==> src/rtl/cufp_pkg.sv <==
// shared types, codes and constants of the checksummed uart frame parser
// no dependencies; compiled first
package cufp_pkg;

    localparam int MAX_PARAMS_DEF = 8;
    // length byte, command byte and checksum byte
    localparam int FRAME_OVERHEAD = 3;

    localparam int CFG_IDX_W  = 2;
    localparam int CFG_DATA_W = 16;

    localparam logic [CFG_IDX_W-1:0] CFG_START_MARKER = 2'd0;
    localparam logic [CFG_IDX_W-1:0] CFG_END_MARKER   = 2'd1;
    localparam logic [CFG_IDX_W-1:0] CFG_TIMEOUT      = 2'd2;

    localparam logic OP_BYTE = 1'b0;
    localparam logic OP_TICK = 1'b1;

    typedef enum logic [1:0] {
        PH_WAIT,
        PH_LEN,
        PH_PAYLOAD,
        PH_END
    } t_phase;

    typedef enum logic [2:0] {
        STAT_NONE     = 3'd0,
        STAT_FRAME    = 3'd1,
        STAT_CSUM     = 3'd2,
        STAT_FRAMING  = 3'd3,
        STAT_LENGTH   = 3'd4,
        STAT_TIMEOUT  = 3'd5
    } t_status;

    typedef enum logic [1:0] {
        ST_IDLE,
        ST_FETCH,
        ST_PUSH
    } t_ctrl_state;

    typedef struct packed {
        logic [7:0]  start_marker;
        logic [7:0]  end_marker;
        logic [15:0] timeout_limit;
    } t_cfg;

    localparam t_cfg CFG_RESET = '{
        start_marker:  8'd126,
        end_marker:    8'd239,
        timeout_limit: 16'd200
    };

    typedef struct packed {
        logic accept;
        logic push;
    } t_dp_cmd;

    typedef struct packed {
        logic out_busy;
        logic frame_params;
        logic emit_last;
    } t_dp_status;

endpackage

==> src/rtl/cufp_in_if.sv <==
// request channel into the frame parser: one received byte or one timer tick
// no dependencies
interface cufp_in_if;
    logic        valid;
    logic        ready;
    logic        op;
    logic [7:0]  data_byte;
    logic [31:0] now_time;

    modport source (output valid, output op, output data_byte, output now_time, input ready);
    modport sink   (input valid, input op, input data_byte, input now_time, output ready);
endinterface

==> src/rtl/cufp_out_if.sv <==
// result channel out of the frame parser
// no dependencies
interface cufp_out_if;
    logic       valid;
    logic       ready;
    logic [2:0] status;
    logic [7:0] command;
    logic [3:0] param_count;
    logic [2:0] param_index;
    logic [7:0] param_byte;
    logic [7:0] frame_checksum;
    logic       last;

    modport source (
        output valid, output status, output command, output param_count,
        output param_index, output param_byte, output frame_checksum, output last,
        input ready
    );
    modport sink (
        input valid, input status, input command, input param_count,
        input param_index, input param_byte, input frame_checksum, input last,
        output ready
    );
endinterface

==> src/rtl/cufp_ctrl.sv <==
// controller of the frame parser: takes requests and sequences the result burst
// depends on cufp_pkg
module cufp_ctrl (
    input  logic                   i_clk,
    input  logic                   i_rst_n,
    input  logic                   i_in_valid,
    output logic                   o_in_ready,
    input  logic                   i_out_ready,
    input  cufp_pkg::t_dp_status   i_status,
    output cufp_pkg::t_dp_cmd      o_cmd
);
    import cufp_pkg::*;

    t_ctrl_state r_state;
    t_ctrl_state n_state;
    logic        out_free;

    assign out_free = !i_status.out_busy || i_out_ready;

    always_ff @(posedge i_clk) begin
        if (!i_rst_n) begin
            r_state <= ST_IDLE;
        end else begin
            r_state <= n_state;
        end
    end

    always_comb begin
        n_state = r_state;
        unique case (r_state)
            ST_IDLE: begin
                if (i_in_valid && out_free && i_status.frame_params) begin
                    n_state = ST_FETCH;
                end
            end
            ST_FETCH: begin
                n_state = ST_PUSH;
            end
            ST_PUSH: begin
                if (out_free) begin
                    n_state = i_status.emit_last ? ST_IDLE : ST_FETCH;
                end
            end
            default: begin
                n_state = ST_IDLE;
            end
        endcase
    end

    always_comb begin
        o_in_ready   = 1'b0;
        o_cmd.accept = 1'b0;
        o_cmd.push   = 1'b0;
        unique case (r_state)
            ST_IDLE: begin
                o_in_ready   = out_free;
                o_cmd.accept = i_in_valid && out_free;
            end
            ST_PUSH: begin
                o_cmd.push = out_free;
            end
            default: begin
                o_in_ready = 1'b0;
            end
        endcase
    end

endmodule

==> src/rtl/cufp_datapath.sv <==
// datapath of the frame parser: parse state, payload memory and result register
// depends on cufp_pkg
module cufp_datapath #(
    parameter int MAX_PARAMS = cufp_pkg::MAX_PARAMS_DEF
) (
    input  logic                 i_clk,
    input  logic                 i_rst_n,
    input  cufp_pkg::t_cfg       i_cfg,
    input  cufp_pkg::t_dp_cmd    i_cmd,
    output cufp_pkg::t_dp_status o_status,
    input  logic                 i_op,
    input  logic [7:0]           i_data_byte,
    input  logic [31:0]          i_now_time,
    input  logic                 i_out_ready,
    output logic                 o_out_valid,
    output logic [2:0]           o_res_status,
    output logic [7:0]           o_command,
    output logic [3:0]           o_param_count,
    output logic [2:0]           o_param_index,
    output logic [7:0]           o_param_byte,
    output logic [7:0]           o_frame_checksum,
    output logic                 o_last
);
    import cufp_pkg::*;

    localparam int STORE_DEPTH = MAX_PARAMS + 2;
    localparam int AW = $clog2(STORE_DEPTH);
    localparam int IW = (MAX_PARAMS > 1) ? $clog2(MAX_PARAMS) : 1;
    localparam logic [8:0] LEN_MIN = 9'(FRAME_OVERHEAD);
    localparam logic [8:0] LEN_MAX = 9'(MAX_PARAMS + FRAME_OVERHEAD);

    typedef struct packed {
        logic [2:0] status;
        logic [7:0] command;
        logic [3:0] param_count;
        logic [2:0] param_index;
        logic [7:0] param_byte;
        logic [7:0] frame_checksum;
        logic       last;
    } t_result;

    t_phase      r_phase,       n_phase;
    logic [7:0]  r_frame_length, n_frame_length;
    logic [7:0]  r_pos,         n_pos;
    logic [7:0]  r_sum,         n_sum;
    logic [31:0] r_start_time,  n_start_time;
    logic [7:0]  r_cmd_byte,    n_cmd_byte;
    logic [7:0]  r_csum_byte,   n_csum_byte;
    logic [IW-1:0] r_emit_idx;
    logic [7:0]  r_mem [STORE_DEPTH];
    logic [7:0]  r_rd_data;
    logic        r_out_valid;
    t_result     r_res, n_res;

    logic        is_tick, is_start, timed_out, len_ok, csum_ok, end_ok;
    logic        sum_take, payload_done, mem_we, res_load, res_good;
    logic [31:0] elapsed;
    logic [7:0]  nparam, pos_next;
    logic [AW-1:0] rd_addr;
    t_status     res_code;

    assign is_tick      = (i_op == OP_TICK);
    assign is_start     = !is_tick && (i_data_byte == i_cfg.start_marker);
    assign elapsed      = i_now_time - r_start_time;
    assign timed_out    = (r_phase != PH_WAIT) && (i_cfg.timeout_limit != 16'd0)
                          && (elapsed >= {16'd0, i_cfg.timeout_limit});
    assign len_ok       = ({1'b0, i_data_byte} >= LEN_MIN) && ({1'b0, i_data_byte} <= LEN_MAX);
    assign nparam       = r_frame_length - 8'(FRAME_OVERHEAD);
    assign csum_ok      = (r_csum_byte == r_sum);
    assign end_ok       = (i_data_byte == i_cfg.end_marker);
    assign pos_next     = r_pos + 8'd1;
    assign sum_take     = ({1'b0, r_pos} + 9'd2) < {1'b0, r_frame_length};
    assign payload_done = pos_next >= (r_frame_length - 8'd1);
    assign rd_addr      = AW'(r_emit_idx) + AW'(1);

    assign o_status.out_busy     = r_out_valid;
    assign o_status.frame_params = !is_tick && !is_start && (r_phase == PH_END)
                                   && end_ok && csum_ok && (nparam != 8'd0);
    assign o_status.emit_last    = ((8'(r_emit_idx) + 8'd1) == nparam);

    // parse step for one accepted request
    always_comb begin
        n_phase        = r_phase;
        n_frame_length = r_frame_length;
        n_pos          = r_pos;
        n_sum          = r_sum;
        n_start_time   = r_start_time;
        n_cmd_byte     = r_cmd_byte;
        n_csum_byte    = r_csum_byte;
        mem_we         = 1'b0;
        res_load       = 1'b0;
        res_good       = 1'b0;
        res_code       = STAT_NONE;
        if (i_cmd.accept) begin
            if (is_tick) begin
                if (timed_out) begin
                    n_phase  = PH_WAIT;
                    res_load = 1'b1;
                    res_code = STAT_TIMEOUT;
                end
            end else if (is_start) begin
                n_phase      = PH_LEN;
                n_start_time = i_now_time;
                if (r_phase == PH_END) begin
                    res_load = 1'b1;
                    res_code = STAT_FRAMING;
                end
            end else begin
                unique case (r_phase)
                    PH_WAIT: begin
                        n_phase = PH_WAIT;
                    end
                    PH_LEN: begin
                        if (!len_ok) begin
                            n_phase  = PH_WAIT;
                            res_load = 1'b1;
                            res_code = STAT_LENGTH;
                        end else begin
                            n_frame_length = i_data_byte;
                            n_pos          = 8'd0;
                            n_sum          = i_data_byte;
                            n_phase        = PH_PAYLOAD;
                        end
                    end
                    PH_PAYLOAD: begin
                        mem_we = ({1'b0, r_pos} < 9'(STORE_DEPTH));
                        if (r_pos == 8'd0) begin
                            n_cmd_byte = i_data_byte;
                        end
                        // the last payload byte is the received checksum
                        n_csum_byte = i_data_byte;
                        if (sum_take) begin
                            n_sum = r_sum + i_data_byte;
                        end
                        n_pos = pos_next;
                        if (payload_done) begin
                            n_phase = PH_END;
                        end
                    end
                    PH_END: begin
                        n_phase = PH_WAIT;
                        if (!end_ok) begin
                            res_load = 1'b1;
                            res_code = STAT_FRAMING;
                        end else if (!csum_ok) begin
                            res_load = 1'b1;
                            res_code = STAT_CSUM;
                        end else if (nparam == 8'd0) begin
                            res_load = 1'b1;
                            res_good = 1'b1;
                            res_code = STAT_FRAME;
                        end
                    end
                endcase
            end
        end
    end

    always_comb begin
        n_res = r_res;
        if (res_load) begin
            n_res.status         = res_code;
            n_res.command        = res_good ? r_cmd_byte : 8'd0;
            n_res.param_count    = 4'd0;
            n_res.param_index    = 3'd0;
            n_res.param_byte     = 8'd0;
            n_res.frame_checksum = res_good ? r_csum_byte : 8'd0;
            n_res.last           = 1'b1;
        end else if (i_cmd.push) begin
            n_res.status         = STAT_FRAME;
            n_res.command        = r_cmd_byte;
            n_res.param_count    = nparam[3:0];
            n_res.param_index    = 3'(8'(r_emit_idx));
            n_res.param_byte     = r_rd_data;
            n_res.frame_checksum = r_csum_byte;
            n_res.last           = o_status.emit_last;
        end
    end

    always_ff @(posedge i_clk) begin
        if (!i_rst_n) begin
            r_phase        <= PH_WAIT;
            r_frame_length <= 8'd0;
            r_pos          <= 8'd0;
            r_sum          <= 8'd0;
            r_start_time   <= 32'd0;
            r_emit_idx     <= '0;
            r_out_valid    <= 1'b0;
        end else begin
            r_phase        <= n_phase;
            r_frame_length <= n_frame_length;
            r_pos          <= n_pos;
            r_sum          <= n_sum;
            r_start_time   <= n_start_time;
            if (i_cmd.accept) begin
                r_emit_idx <= '0;
            end else if (i_cmd.push && !o_status.emit_last) begin
                r_emit_idx <= r_emit_idx + IW'(1);
            end
            if (res_load || i_cmd.push) begin
                r_out_valid <= 1'b1;
            end else if (i_out_ready) begin
                r_out_valid <= 1'b0;
            end
        end
    end

    always_ff @(posedge i_clk) begin
        r_cmd_byte  <= n_cmd_byte;
        r_csum_byte <= n_csum_byte;
        r_res       <= n_res;
    end

    // payload store: one write port, one registered read port
    always_ff @(posedge i_clk) begin
        if (mem_we) begin
            r_mem[r_pos[AW-1:0]] <= i_data_byte;
        end
        r_rd_data <= r_mem[rd_addr];
    end

    assign o_out_valid      = r_out_valid;
    assign o_res_status     = r_res.status;
    assign o_command        = r_res.command;
    assign o_param_count    = r_res.param_count;
    assign o_param_index    = r_res.param_index;
    assign o_param_byte     = r_res.param_byte;
    assign o_frame_checksum = r_res.frame_checksum;
    assign o_last           = r_res.last;

    a_len_range: assert property (@(posedge i_clk) disable iff (!i_rst_n)
        (r_phase == PH_PAYLOAD || r_phase == PH_END) |->
        ({1'b0, r_frame_length} >= LEN_MIN && {1'b0, r_frame_length} <= LEN_MAX))
        else $error("open frame holds a length outside the legal range");

    a_pos_bound: assert property (@(posedge i_clk) disable iff (!i_rst_n)
        (r_phase == PH_PAYLOAD) |-> (r_pos < (r_frame_length - 8'd1)))
        else $error("payload position ran past the checksum byte");

    a_no_overwrite: assert property (@(posedge i_clk) disable iff (!i_rst_n)
        (i_cmd.accept || i_cmd.push) |-> (!r_out_valid || i_out_ready))
        else $error("result register loaded while holding an untaken result");

    a_emit_bound: assert property (@(posedge i_clk) disable iff (!i_rst_n)
        i_cmd.push |-> (8'(r_emit_idx) < nparam))
        else $error("parameter index beyond the frame's parameter count");

endmodule

==> src/rtl/checksummed_uart_frame_parser_core.sv <==
// top level of the checksummed uart frame parser: config registers plus
// controller and datapath; depends on cufp_pkg, cufp_in_if, cufp_out_if,
// cufp_ctrl and cufp_datapath
//
// Parses start/length/command/params/checksum/end frames from a stream of
// requests, each one received byte or one timer tick with a millisecond
// timestamp. A byte or tick request is taken whenever the result register
// is empty or being drained; a request that finishes a good frame with P
// parameter bytes then holds off new requests while the burst of P results
// is read out of the payload memory, each result by a registered memory
// read and then a result-register load that waits while the sink stalls.
// Errors, timeouts and a good frame without parameters give one result,
// valid from the cycle after the request is taken. Configuration registers
// are written through the plain write port and should only change while no
// frame result is pending.
module checksummed_uart_frame_parser_core #(
    parameter int MAX_PARAMS = cufp_pkg::MAX_PARAMS_DEF
) (
    input  logic                                i_clk,
    input  logic                                i_rst_n,
    cufp_in_if.sink                             i_in,
    cufp_out_if.source                          o_out,
    input  logic                                i_cfg_we,
    input  logic [cufp_pkg::CFG_IDX_W-1:0]      i_cfg_index,
    input  logic [cufp_pkg::CFG_DATA_W-1:0]     i_cfg_wdata
);
    import cufp_pkg::*;

    // config registers: start marker, end marker, timeout limit
    t_cfg       r_cfg;
    t_dp_cmd    dp_cmd;
    t_dp_status dp_status;

    always_ff @(posedge i_clk) begin
        if (!i_rst_n) begin
            r_cfg <= CFG_RESET;
        end else if (i_cfg_we) begin
            unique case (i_cfg_index)
                CFG_START_MARKER: r_cfg.start_marker  <= i_cfg_wdata[7:0];
                CFG_END_MARKER:   r_cfg.end_marker    <= i_cfg_wdata[7:0];
                CFG_TIMEOUT:      r_cfg.timeout_limit <= i_cfg_wdata[15:0];
                // writes to unused indexes are dropped
                default: begin
                    r_cfg <= r_cfg;
                end
            endcase
        end
    end

    // controller: request handshake and result burst sequencing
    cufp_ctrl u_ctrl (
        .i_clk       (i_clk),
        .i_rst_n     (i_rst_n),
        .i_in_valid  (i_in.valid),
        .o_in_ready  (i_in.ready),
        .i_out_ready (o_out.ready),
        .i_status    (dp_status),
        .o_cmd       (dp_cmd)
    );

    // datapath: parse state, checksum, payload memory, result register
    cufp_datapath #(
        .MAX_PARAMS (MAX_PARAMS)
    ) u_datapath (
        .i_clk            (i_clk),
        .i_rst_n          (i_rst_n),
        .i_cfg            (r_cfg),
        .i_cmd            (dp_cmd),
        .o_status         (dp_status),
        .i_op             (i_in.op),
        .i_data_byte      (i_in.data_byte),
        .i_now_time       (i_in.now_time),
        .i_out_ready      (o_out.ready),
        .o_out_valid      (o_out.valid),
        .o_res_status     (o_out.status),
        .o_command        (o_out.command),
        .o_param_count    (o_out.param_count),
        .o_param_index    (o_out.param_index),
        .o_param_byte     (o_out.param_byte),
        .o_frame_checksum (o_out.frame_checksum),
        .o_last           (o_out.last)
    );

endmodule

==> src/flat_wrapper.sv <==
// flat-port wrapper written by rule: the top's interface ports become plain ports
module checksummed_uart_frame_parser_core_flat import cufp_pkg::*;
#(
    parameter int MAX_PARAMS = cufp_pkg::MAX_PARAMS_DEF
)
  (i_clk, i_rst_n, i_cfg_we, i_cfg_index, i_cfg_wdata, i_in_valid, i_in_op, i_in_data_byte, i_in_now_time, i_in_ready, o_out_valid, o_out_status, o_out_command, o_out_param_count, o_out_param_index, o_out_param_byte, o_out_frame_checksum, o_out_last, o_out_ready);
  cufp_in_if i_in_i ();
  cufp_out_if o_out_i ();
  input  logic i_clk;
  input  logic i_rst_n;
  input  logic i_cfg_we;
  input  logic [cufp_pkg::CFG_IDX_W-1:0] i_cfg_index;
  input  logic [cufp_pkg::CFG_DATA_W-1:0] i_cfg_wdata;
  input wire logic [$bits(i_in_i.valid)-1:0] i_in_valid;
  input wire logic [$bits(i_in_i.op)-1:0] i_in_op;
  input wire logic [$bits(i_in_i.data_byte)-1:0] i_in_data_byte;
  input wire logic [$bits(i_in_i.now_time)-1:0] i_in_now_time;
  output wire logic [$bits(i_in_i.ready)-1:0] i_in_ready;
  output wire logic [$bits(o_out_i.valid)-1:0] o_out_valid;
  output wire logic [$bits(o_out_i.status)-1:0] o_out_status;
  output wire logic [$bits(o_out_i.command)-1:0] o_out_command;
  output wire logic [$bits(o_out_i.param_count)-1:0] o_out_param_count;
  output wire logic [$bits(o_out_i.param_index)-1:0] o_out_param_index;
  output wire logic [$bits(o_out_i.param_byte)-1:0] o_out_param_byte;
  output wire logic [$bits(o_out_i.frame_checksum)-1:0] o_out_frame_checksum;
  output wire logic [$bits(o_out_i.last)-1:0] o_out_last;
  input wire logic [$bits(o_out_i.ready)-1:0] o_out_ready;
  assign i_in_i.valid = i_in_valid;
  assign i_in_i.op = i_in_op;
  assign i_in_i.data_byte = i_in_data_byte;
  assign i_in_i.now_time = i_in_now_time;
  assign i_in_ready = i_in_i.ready;
  assign o_out_valid = o_out_i.valid;
  assign o_out_status = o_out_i.status;
  assign o_out_command = o_out_i.command;
  assign o_out_param_count = o_out_i.param_count;
  assign o_out_param_index = o_out_i.param_index;
  assign o_out_param_byte = o_out_i.param_byte;
  assign o_out_frame_checksum = o_out_i.frame_checksum;
  assign o_out_last = o_out_i.last;
  assign o_out_i.ready = o_out_ready;
  checksummed_uart_frame_parser_core #(.MAX_PARAMS(MAX_PARAMS)) u_core (.i_clk(i_clk), .i_rst_n(i_rst_n), .i_in(i_in_i), .o_out(o_out_i), .i_cfg_we(i_cfg_we), .i_cfg_index(i_cfg_index), .i_cfg_wdata(i_cfg_wdata));
endmodule
==> config.mk <==
export PLATFORM = sky130hd
export DESIGN_NAME = checksummed_uart_frame_parser_core_flat
export DESIGN_NICKNAME = d
export VERILOG_FILES = /design/src/rtl/cufp_pkg.sv /design/src/rtl/cufp_in_if.sv /design/src/rtl/cufp_out_if.sv /design/src/rtl/cufp_ctrl.sv /design/src/rtl/cufp_datapath.sv /design/src/rtl/checksummed_uart_frame_parser_core.sv /design/src/flat_wrapper.sv
export SDC_FILE = /design/constraint.sdc
export NUM_CORES = 1
export LEC_CHECK = 0
export BUFFER_PORTS_ARGS = -buffer_cell sky130_fd_sc_hd__buf_2
export CAP_MARGIN = 20
export CORE_UTILIZATION = 40
export CTS_CLUSTER_SIZE = 10
export DETAILED_ROUTE_END_ITERATION = 10
export SYNTH_ARGS = -nofsm -noshare
export SYNTH_HDL_FRONTEND = slang
export SYNTH_SLANG_ARGS = --single-unit
==> constraint.sdc <==
create_clock -name i_clk -period 9.3 [get_ports i_clk]
set_input_delay 1.395 -clock i_clk [delete_from_list [all_inputs] [get_ports i_clk]]
set_output_delay 1.395 -clock i_clk [all_outputs]
set_load 0.005 [all_outputs]
==> impl_metrics.env, run 1 <==
export IMPL_run_status="complete, no violations"
export IMPL_use_met1_pct=26.50
export IMPL_pre_cts_slack_ps=2349
export IMPL_path_clk_slew_ps=50
export IMPL_grt_first_pass_wirelength_um=46990
export IMPL_drt_first_pass_iters=7
export IMPL_io_pins=101
export IMPL_critical_path_arrival_ps=6580
export IMPL_hold_path_depth=2
export IMPL_avgSynthCellArea_um2=9.718
export IMPL_slew_violations=0
export IMPL_fin_tns_setup_ps=0
export IMPL_hold_buffers=0
export IMPL_fin_hold_ws_ps=446.8
export IMPL_globalRoute_totalOverflow=0
export IMPL_r2r_start="u_core.u_datapath.r_start_time[0]"
export IMPL_relSlewSlack_pct=35.02
export IMPL_gp_congestion=0.8596
export IMPL_worst_slack_ps=2863
export IMPL_rrSetupSlack_ps=3540
export IMPL_cts_htree_levels=1
export IMPL_hold_path_end="u_core.u_datapath.r_rd_data[4]"
export IMPL_drive_above_1_share_pct=13.31
export IMPL_die_h_um=177.0
export IMPL_period_needed_ps=6437
export IMPL_tritoncts="done"
export IMPL_tightest_slew_ps=974.7
export IMPL_cts_setup_buffers=0
export IMPL_min_from="u_core.u_datapath.r_mem[8][4]"
export IMPL_syn_nets=1405
export IMPL_fp_row_count=63
export IMPL_cts_sink_count=227
export IMPL_period_share_pct=69.21
export IMPL_grt_busiest_layer="met2"
export IMPL_fin_util_pct=46.55
export IMPL_p_per_area_mw_per_mm2=160.6
export IMPL_coreArea_mm2=0.02987
export IMPL_dieArea_mm2=0.03131
export IMPL_ir_worst_vdd_mv=0.1464
export IMPL_track_usage_pct=19.03
export IMPL_ys_seq_area_share_pct=45.86
export IMPL_synth_cells=1260
export IMPL_ys_flop_type="dfxtp_1"
export IMPL_total_leakage_power_nw=5.141
export IMPL_end_kind="flop"
export IMPL_clock_path_buffers=3
export IMPL_max_cap_violations=0
export IMPL_area_growth_pct=13.58
export IMPL_finClkSkew_ps=12.16
export IMPL_grt_pass1_vias=8862
export IMPL_r2r_cells=17
export IMPL_finalSetupViolCount=0
export IMPL_crit_path_start_kind="primary input"
export IMPL_globalRouteMet3Util_pct=2.921
export IMPL_port_buffer_count=100
export IMPL_cts_buffers=28
export IMPL_postSynth_asyncResetShare_pct=0
export IMPL_cts_resized=0
export IMPL_synth_warnings=0
export IMPL_drc=0
export IMPL_drt_iter0_drc=461
export IMPL_n_antenna_cell=0
export IMPL_antenna_found_initial=1
export IMPL_clockRootBuffer="clkbuf_16"
export IMPL_avgViaCountPerCell=5.362
export IMPL_vias=9383
export IMPL_antenna_left=0
export IMPL_dp_hpwl_um=21250
export IMPL_start_util_pct=40.99
export IMPL_synth_cell_types=73
export IMPL_synth_edf_count=107
export IMPL_crit_fanout=20
export IMPL_synth_area_mm2=0.01224
export IMPL_grt_util_met2_pct=30.68
export IMPL_fin_nets=1484
export IMPL_hold_violations=0
export IMPL_hp_class="flop to flop"
export IMPL_layout_filler_cells=2863
export IMPL_crit_required_ps=9440
export IMPL_clk_insertion_delay_late_ps=550
export IMPL_clock_fmax_mhz=155.4
export IMPL_drt_total_wl_um=29740
export IMPL_synth_seq_cells=227
export IMPL_rsz0062_at_grt="no"
export IMPL_routedWlPerCell_um=17.00
export IMPL_crit_type="primary input to flop"
export IMPL_r2r_end="u_core.u_datapath.o_frame_checksum[5]"
export IMPL_die_w_um=177.0
export IMPL_grt_start_max_net_pins=49
per-stage QoR:
step	cells	cell area, µm²	total power, mW
6_report	1750	13910	2.233
3_5_place_dp	1698	13040	1.257
4_1_cts	1749	13900	2.259
5_1_grt	1750	13910	2.322
3_3_place_gp	1698	13040	1.255
2_1_floorplan	1260	12240	1.194
power by group:
part	internal [mW]	total, mW	switching [mW]
logic	0.0669	0.180	0.113
clock network	0.592	0.995	0.403
registers	1.05	1.06	0.00469
Yosys cell counts, types with 3 or more instances:
master	instances	area, µm²
nor2_1	53	198.9
or2_2	4	25.02
or3_1	8	50.05
mux2i_1	27	270.3
inv_1	73	274.0
o21ai_0	40	200.2
a211o_1	4	35.03
o2111ai_1	3	26.28
a211oi_1	5	37.54
o21bai_1	6	45.04
a311oi_1	3	26.28
o211ai_1	10	75.07
a2111oi_0	5	43.79
o31ai_1	3	22.52
and2_1	14	87.58
xnor2_1	39	341.6
xor2_1	38	332.8
nor4_1	17	106.4
a21o_1	16	120.1
nor3b_1	8	60.06
a31oi_1	5	31.28
buf_1	4	15.01
a221oi_2	3	45.04
nor3_1	31	155.2
mux4_2	16	360.4
and3_1	7	43.79
o311ai_0	3	26.28
a21oi_1	129	645.6
dfxtp_1	120	2402
nand2_1	185	694.4
edfxtp_1	107	3213
o21a_1	15	112.6
nor2b_1	24	150.1
nand3_1	25	125.1
ha_1	79	988.5
nand2b_1	15	93.84
buf_2	10	50.05
clkbuf_1	43	161.4
nand4_1	21	131.4
sequential cells by signal, summed over array words and instances, names as in the netlist:
signal,flops
u_core.r_cfg,32
u_core.u_datapath.o_param_byte,8
u_core.u_datapath.r_cmd_byte,8
u_core.u_datapath.o_param_count,4
u_core.u_datapath.r_pos,8
u_core.u_datapath.o_out_valid,1
u_core.u_datapath.o_last,1
u_core.u_ctrl.r_state,2
u_core.u_datapath.r_csum_byte,8
u_core.u_datapath.o_frame_checksum,8
u_core.u_datapath.o_res_status,3
u_core.u_datapath.r_mem,72
u_core.u_datapath.r_phase,2
u_core.u_datapath.r_start_time,32
u_core.u_datapath.r_emit_idx,3
u_core.u_datapath.o_param_index,3
u_core.u_datapath.r_rd_data,8
u_core.u_datapath.r_frame_length,8
u_core.u_datapath.r_sum,8
u_core.u_datapath.o_command,8
logic make-up (layout without fill, tap and decap cells):
| family | Yosys count | after routing | share of synthesized area (%) |
|---|---|---|---|
| AOI/OAI and AO/OA | 277 | 277 | 14.35 |
| xor gates and xnor gates | 77 | 77 | 5.508 |
| adders and majority gates | 81 | 81 | 8.400 |
| buffers and inverters | 132 | 232 | 4.271 |
| DFF | 227 | 227 | 45.86 |
| muxes | 45 | 45 | 5.334 |
| and+or+nand+nor | 421 | 421 | 16.28 |
how the worst max path moves through the flow:
stage	from	endpoint	slack, ps	cells past startpoint
finish	i_in_now_time[0]	u_core.u_datapath.o_frame_checksum[5]	2860	19
global route	i_in_now_time[0]	u_core.u_datapath.o_frame_checksum[5]	2430	19
CTS	i_in_now_time[0]	u_core.u_datapath.o_frame_checksum[4]	2890	19
detailed placement	i_in_now_time[0]	u_core.u_datapath.o_command[6]	2350	19
global placement	i_in_now_time[0]	u_core.u_datapath.o_command[6]	2540	19
floorplan	i_in_now_time[0]	u_core.u_datapath.o_command[0]	3490	19
metal layers:
metal,routed length [µm],vias to the layer above
li1,-,4665
met1,14270,4450
met2,13490,222
met3,1317,44
met4,657,2
met5,11,-
worst max-delay path, cell delays in order:
cell and delay (ps):
buf_2 90, inv_1 40, ha_1 210, fa_1 410
and2b_1 250, o2111ai_2 170, a211oi_1 490, nor2_1 100
xnor2_1 140, ha_1 300, a21oi_1 150, o22ai_1 90
nor3b_1 250, o2111ai_1 150, or4_1 510, nor4_1 260
nand4_1 180, or3_1 720, a21o_1 640
placed cells by master, fill, tap and decap left out, types with 38 or more instances in the layout:
master,Yosys,routed
dfxtp_1,120,120
ha_1,79,79
nand2_1,185,185
nor2_1,53,52
buf_2,10,100
edfxtp_1,107,107
o21ai_0,40,40
inv_1,73,72
a21oi_1,129,128
xor2_1,38,38
xnor2_1,39,39
area by class of cell:
class / count / area, µm² / area share (%)
inverter: 73 / 274.0 / 1.970
clock buffer: 47 / 812.0 / 5.839
sequential: 227 / 5615 / 40.38
multi-input combinational: 901 / 6112 / 43.95
clock inverter: 4 / 45.04 / 0.3239
timing repair buffer: 108 / 560.5 / 4.031
tap: 390 / 488.0 / 3.509
Note: power is estimated with default switching activity, not from simulation.
==> run 2: changes to the inputs <==
clock period = 6.1 ns   (was 9.3 ns; I/O delays follow)
==> run 2 against run 1 <==
- worst setup slack lost 2100 ps
- cell count grew 0.40%
- sequential power grew 52%
- critical path depth is the same
- register-to-register slack lost 2600 ps
- power grew 56%
- via count shrank 0.28%
- utilization grew 0.27 points
- routed wire length grew 1.2%
- global-route usage grew 0.32 points
- first-iteration DRC count grew 10%
- hold slack gained 1.8 ps
- largest cell class unchanged
- highest routed layer unchanged
==> impl_metrics.env, run 2 (same netlist as run 1, synthesis figures left out) <==
export IMPL_r2r_start="u_core.u_datapath.r_start_time[0]"
export IMPL_path_buf_inv=2
export IMPL_crit_type="primary input to flop"
export IMPL_grt_first_pass_wirelength_um=47990
export IMPL_die_w_um=177.0
export IMPL_largest_reg_flops=72
export IMPL_crit_required_ps=6250
export IMPL_finClkSkew_ps=16.37
export IMPL_coreArea_mm2=0.02987
export IMPL_cp_top_family="simple AND/OR/NAND/NOR gates"
export IMPL_clockRootBuffer="clkbuf_16"
export IMPL_max_cap_violations=0
export IMPL_critical_path_arrival_ps=5490
export IMPL_drive_above_1_share_pct=13.61
export IMPL_final_common_cell="nand2_1"
export IMPL_cts_htree_levels=1
export IMPL_clock_path_buffers=3
export IMPL_hp_class="flop to flop"
export IMPL_tritoncts="done"
export IMPL_crit_path_start_kind="primary input"
export IMPL_min_from="u_core.u_datapath.r_mem[8][5]"
export IMPL_critical_path_max_stage_delay_ps=530
export IMPL_port_buffer_count=100
export IMPL_n_antenna_cell=0
export IMPL_end_kind="flop"
export IMPL_slew_violations=0
export IMPL_globalRoute_totalOverflow=0
export IMPL_drc=0
export IMPL_p_per_area_mw_per_mm2=249.4
export IMPL_dp_hpwl_um=21560
export IMPL_antenna_left=0
export IMPL_most_common_layout_cells="nand2_1 (185), a21oi_1 (129), dfxtp_1 (120)"
export IMPL_run_status="complete, no violations"
export IMPL_relSlewSlack_pct=35.68
export IMPL_ir_worst_vdd_mv=0.2008
export IMPL_total_leakage_power_nw=5.180
export IMPL_fin_nets=1489
export IMPL_cp_depth=19
export IMPL_clk_insertion_delay_late_ps=560
export IMPL_critical_path_slowest_cell="a21o_1"
export IMPL_hold_violations=0
export IMPL_antenna_found_initial=1
export IMPL_drt_iter0_drc=509
export IMPL_gp_congestion=0.8526
export IMPL_rrSetupSlack_ps=940
export IMPL_area_growth_pct=14.23
export IMPL_hold_path_end="u_core.u_datapath.r_rd_data[5]"
export IMPL_period_needed_ps=5336
export IMPL_clock_fmax_mhz=187.4
export IMPL_crit_top_cell="ha_1"
export IMPL_period_share_pct=87.47
export IMPL_crit_chain="buf_2, inv_1, ha_1, fa_1, and2b_1, o2111ai_2, a211oi_1, nor2_1, xnor2_1, ha_1, a21oi_1, o22ai_1, nor3b_1, o2111ai_1, or4_1, nor4_1, nand4_1, or3_1, a21o_1"
export IMPL_avgViaCountPerCell=5.326
export IMPL_dieArea_mm2=0.03131
export IMPL_track_usage_pct=19.35
export IMPL_vias=9357
export IMPL_drt_first_pass_iters=7
export IMPL_hold_buffers=0
export IMPL_routedWlPerCell_um=17.14
export IMPL_fp_row_count=63
export IMPL_drt_total_wl_um=30120
export IMPL_tightest_slew_ps=964.8
export IMPL_cts_sink_count=227
export IMPL_grt_pass1_vias=9145
export IMPL_rsz0062_at_grt="no"
export IMPL_start_util_pct=40.99
export IMPL_fin_tns_setup_ps=0
export IMPL_hold_path_depth=2
export IMPL_crit_fanout=19
export IMPL_path_clk_slew_ps=60
export IMPL_cts_setup_buffers=0
export IMPL_r2r_cells=17
export IMPL_grt_start_max_net_pins=46
export IMPL_cts_resized=0
export IMPL_die_h_um=177.0
export IMPL_fin_area_mm2=0.01399
export IMPL_io_pins=101
export IMPL_cts_buffers=29
export IMPL_finalSetupViolCount=0
export IMPL_r2r_end="u_core.u_datapath.o_command[5]"
export IMPL_dpl_cell_area_mm2=0.01307
==> run 2: worst max path at each step <==
stage	to	slack [ps]	start
2_1_floorplan	u_core.u_datapath.o_command[0]	770	i_in_now_time[0]
3_3_place_gp	u_core.u_datapath.o_command[0]	340	i_in_now_time[0]
3_5_place_dp	u_core.u_datapath.o_command[0]	210	i_in_now_time[0]
4_1_cts	u_core.u_datapath.o_command[5]	770	i_in_now_time[0]
5_1_grt	u_core.u_datapath.o_command[5]	390	i_in_now_time[0]
6_report	u_core.u_datapath.o_command[5]	760	i_in_now_time[0]
==> run 2: area by class of cell <==
| cell class | instances | area, µm² |
|---|---|---|
| Inverter | 73 | 274.0 |
| Tap cell | 390 | 488.0 |
| Timing Repair Buffer | 112 | 590.6 |
| Multi-Input combinational cell | 901 | 6108 |
| Clock inverter | 4 | 45.04 |
| Sequential cell | 227 | 5615 |
| Clock buffer | 50 | 865.8 |
| Fill cell | 2825 | 15890 |
==> run 2: report_power, final <==
part / switching (mW) / total, mW / internal (mW)
clock: 0.638 / 1.60 / 0.963
sequential: 0.00757 / 1.61 / 1.61
combinational: 0.172 / 0.275 / 0.103
total: 0.817 / 3.49 / 2.67
==> run 2: metrics by stage <==
step                power, mW  std cells  utilization, %  setup WS [ps]  hold WS, ps
finish                  3.488       1757           46.82          764.4        448.7
detailed placement      1.917       1702           43.75          208.7        433.2
CTS                     3.528       1756           46.79          765.4        448.6
floorplan               1.820       1260               -          774.0        417.8
global placement        1.914       1702           43.75          340.0        434.2
global route            3.619       1757           46.82          394.6        466.7
==> run 2: worst register-to-register path, delay by kind of cell (launching register included) <==
kind            cells  cell delay, ps
compound gates      6            1450
xor+xnor            1             140
fa+ha+maj           3             920
flops               1             310
simple gates        7            1910
==> run 2: layer usage <==
metal	part of all wire [%]	track usage [%]
met2	46	31.54
met5	0.040	0
met3	4.2	2.792
met1	48	26.85
met4	2.1	4.741
==> run 3: changes to the inputs <==
ABC_AREA = 1   (was not set)
CELL_PAD_IN_SITES_DETAIL_PLACEMENT = 0   (was not set)
CELL_PAD_IN_SITES_GLOBAL_PLACEMENT = 2   (was not set)
CORE_UTILIZATION = 36   (was 40)
PLACE_DENSITY_LB_ADDON = 0.1   (was not set)
==> run 3 against run 2 <==
- sequential share of layout area shrank 2.5 points
- first-iteration DRC count up 6.1%
- final area grew 6.8%
- maximum frequency rose by 22%
- utilization fell by 4.8 points
- synthesized cell count rose by 34%
- power increased by 4.0%
- highest routed layer is now met4
- die area rose by 18%
==> impl_metrics.env, run 3 <==
export IMPL_run_status="complete, no violations"
export IMPL_tritoncts="done"
export IMPL_cts_setup_buffers=0
export IMPL_gp_congestion=0.8326
export IMPL_track_usage_pct=20.37
export IMPL_ir_worst_vdd_mv=0.1939
export IMPL_p_per_area_mw_per_mm2=242.9
export IMPL_cts_resized=0
export IMPL_rrSetupSlack_ps=1850
export IMPL_worstSetupStartpoint="i_in_now_time[7]"
export IMPL_power_mw=3.627
export IMPL_hold_violations=0
export IMPL_drt_iter0_drc=540
export IMPL_multi_input_area_mm2=0.006185
export IMPL_end_kind="flop"
export IMPL_total_leakage_power_nw=6.875
export IMPL_cts_buffers=29
export IMPL_crit_required_ps=6250
export IMPL_slew_violations=0
export IMPL_synth_area_leaders="edfxtp_1 (25%), dfxtp_1 (18%), nand2_1 (12%)"
export IMPL_crit_fanout=19
export IMPL_period_needed_ps=4375
export IMPL_critical_path_arrival_ps=4520
export IMPL_clk_insertion_delay_late_ps=570
export IMPL_syn_nets=1835
export IMPL_avgViaCountPerCell=4.778
export IMPL_finalSetupViolCount=0
export IMPL_path_clk_slew_ps=50
export IMPL_switching_share_pct=26.10
export IMPL_most_common_layout_cells="nand2_1 (424), inv_1 (275), nor2_1 (176)"
export IMPL_dieArea_mm2=0.03685
export IMPL_power_switching_mw=0.9467
export IMPL_rsz0062_at_grt="no"
export IMPL_max_cap_violations=0
export IMPL_cts_sink_count=227
export IMPL_synth_cells=1690
export IMPL_coreArea_mm2=0.03557
export IMPL_yosysTopAreaCell="edfxtp_1"
export IMPL_cts_htree_levels=1
export IMPL_drt_total_wl_um=37100
export IMPL_die_w_um=192.0
export IMPL_synth_seq_cells=227
export IMPL_relSlewSlack_pct=31.36
export IMPL_fin_nets=1943
export IMPL_fp_row_count=69
export IMPL_intPower_mw=2.681
export IMPL_globalRoute_totalOverflow=0
export IMPL_yosysTopAreaCellShare_pct=24.73
export IMPL_crit_path_start_kind="primary input"
export IMPL_r2r_cells=24
export IMPL_drc=0
export IMPL_clock_path_buffers=3
export IMPL_io_pins=101
export IMPL_antenna_found_initial=0
export IMPL_p_seq_share_pct=45.0
export IMPL_fin_tns_setup_ps=0
export IMPL_synth_warnings=0
export IMPL_antenna_left=0
export IMPL_period_share_pct=71.73
export IMPL_dp_hpwl_um=27750
export IMPL_layout_filler_cells=3731
export IMPL_avgSynthCellArea_um2=7.688
export IMPL_r2r_end="u_core.u_datapath.o_command[2]"
export IMPL_grt_pass1_vias=10343
export IMPL_synth_edf_count=107
export IMPL_postSynth_asyncResetShare_pct=0
export IMPL_grt_start_max_net_pins=60
export IMPL_synth_cell_types=47
export IMPL_finClkSkew_ps=10.57
export IMPL_drt_first_pass_iters=7
export IMPL_port_buffer_count=100
export IMPL_area_growth_pct=14.94
export IMPL_final_common_cell="nand2_1"
export IMPL_clockRootBuffer="clkbuf_16"
export IMPL_vias=10903
export IMPL_ys_seq_area_share_pct=43.22
export IMPL_clockPowerShare_pct=44.4
export IMPL_hold_buffers=0
export IMPL_grt_first_pass_wirelength_um=57550
export IMPL_clock_fmax_mhz=228.6
export IMPL_combPwrFrac_pct=10.7
export IMPL_seqCellArea_mm2=0.005615
export IMPL_synth_area_mm2=0.01299
export IMPL_synthTopCellsByCount="nand2_1 (424), inv_1 (276), nor2_1 (176), dfxtp_1 (120), edfxtp_1 (107)"
export IMPL_crit_type="primary input to flop"
export IMPL_largest_reg_flops=72
export IMPL_die_h_um=192.0
export IMPL_start_util_pct=36.53
export IMPL_ys_flop_type="dfxtp_1"
export IMPL_drive_above_1_share_pct=10.54
export IMPL_n_antenna_cell=0
export IMPL_setup_worst_path_end="u_core.u_datapath.o_command[2]"
export IMPL_routedWlPerCell_um=16.26
export IMPL_post_synth_top_count_cell="nand2_1"
export IMPL_tightest_slew_ps=1028
export IMPL_r2r_start="u_core.u_datapath.r_start_time[7]"
export IMPL_hp_class="flop to flop"
[run 3: changes by cell type in the layout (fill, tap and decap cells not counted), sizes merged, moves of 34 or more]
cell	change
a21oi	-41
nand2	+241
nand3	+43
nor2	+126
a211oi	+34
o21ai	+52
inv	+206
[run 3: power groups by stage]
stage	Clock (mW)	Sequential, mW	Combinational, mW
finish	1.61	1.63	0.387
global placement	0	1.66	0.391
global route	1.71	1.63	0.445
CTS	1.66	1.63	0.394
detailed placement	0	1.66	0.392
floorplan	0	1.66	0.252
[run 3: metal layers]
metal | GRT usage (%) | routed length, µm
met1 | 25.74 | 16810
met2 | 36.03 | 17820
met3 | 2.284 | 1336
met4 | 6.511 | 1145
met5 | 0 | 0
[run 3: per-stage QoR]
stage	util (%)	hold WS [ps]	setup WS [ps]	cell area, µm²	cells
after global placement	39.49	447.1	1094	14040	2228
after CTS	41.98	463.7	1723	14930	2282
after detailed placement	39.49	455.0	1114	14040	2228
after global routing	41.98	480.5	1272	14930	2282
final	41.98	455.5	1725	14930	2282
after floorplan	-	421.5	2123	12990	1690
[run 3: layout make-up]
type                            instances  share of cell area, %
Tap cell                              461                  3.863
Timing Repair Buffer                  115                  4.106
Clock buffer                           47                  5.580
Inverter                              281                  7.063
Clock inverter                          7                 0.3687
Sequential cell                       227                  37.60
Multi-Input combinational cell       1144                  41.42
[run 3: cell families after synthesis]
kind of cell / after synthesis / share of synthesized area (%)
and+or+nand+nor: 729 / 23.01
AOI/OAI and AO/OA: 283 / 13.09
adders and majority gates: 81 / 7.916
buffers and inverters: 319 / 9.332
DFF: 227 / 43.22
xor gates and xnor gates: 51 / 3.438
[run 3: how the worst min path moves through the flow]
stage                     cells after the start                                start                             endpoint
final                                         2        u_core.u_datapath.r_mem[8][0]       u_core.u_datapath.r_rd_data[0]
after detailed placement                      2  u_core.u_datapath.r_frame_length[7]  u_core.u_datapath.r_frame_length[7]
after CTS                                     2  u_core.u_datapath.r_frame_length[7]  u_core.u_datapath.r_frame_length[7]
after floorplan                               2        u_core.u_datapath.r_mem[8][0]       u_core.u_datapath.r_rd_data[0]
after global routing                          2    u_core.u_datapath.r_start_time[6]    u_core.u_datapath.r_start_time[6]
after global placement                        2  u_core.u_datapath.r_frame_length[7]  u_core.u_datapath.r_frame_length[7]
[run 3: worst max-delay path: stages]
cell and delay (ps):
buf_2 110, ha_1 360, nand2_1 140, inv_1 50, nand2_1 60, nand2_1 140
inv_1 90, nand3_1 220, xor2_1 220, ha_1 300, a21oi_1 150, nor3_1 70
nor3_1 130, nand2_1 80, nand2_1 60, nand3_1 60, nor2_1 90, nand2_1 60
nor2_1 100, nand2_1 50, nand2_1 130, nand2_2 250, nand2_1 230, nand2_1 450
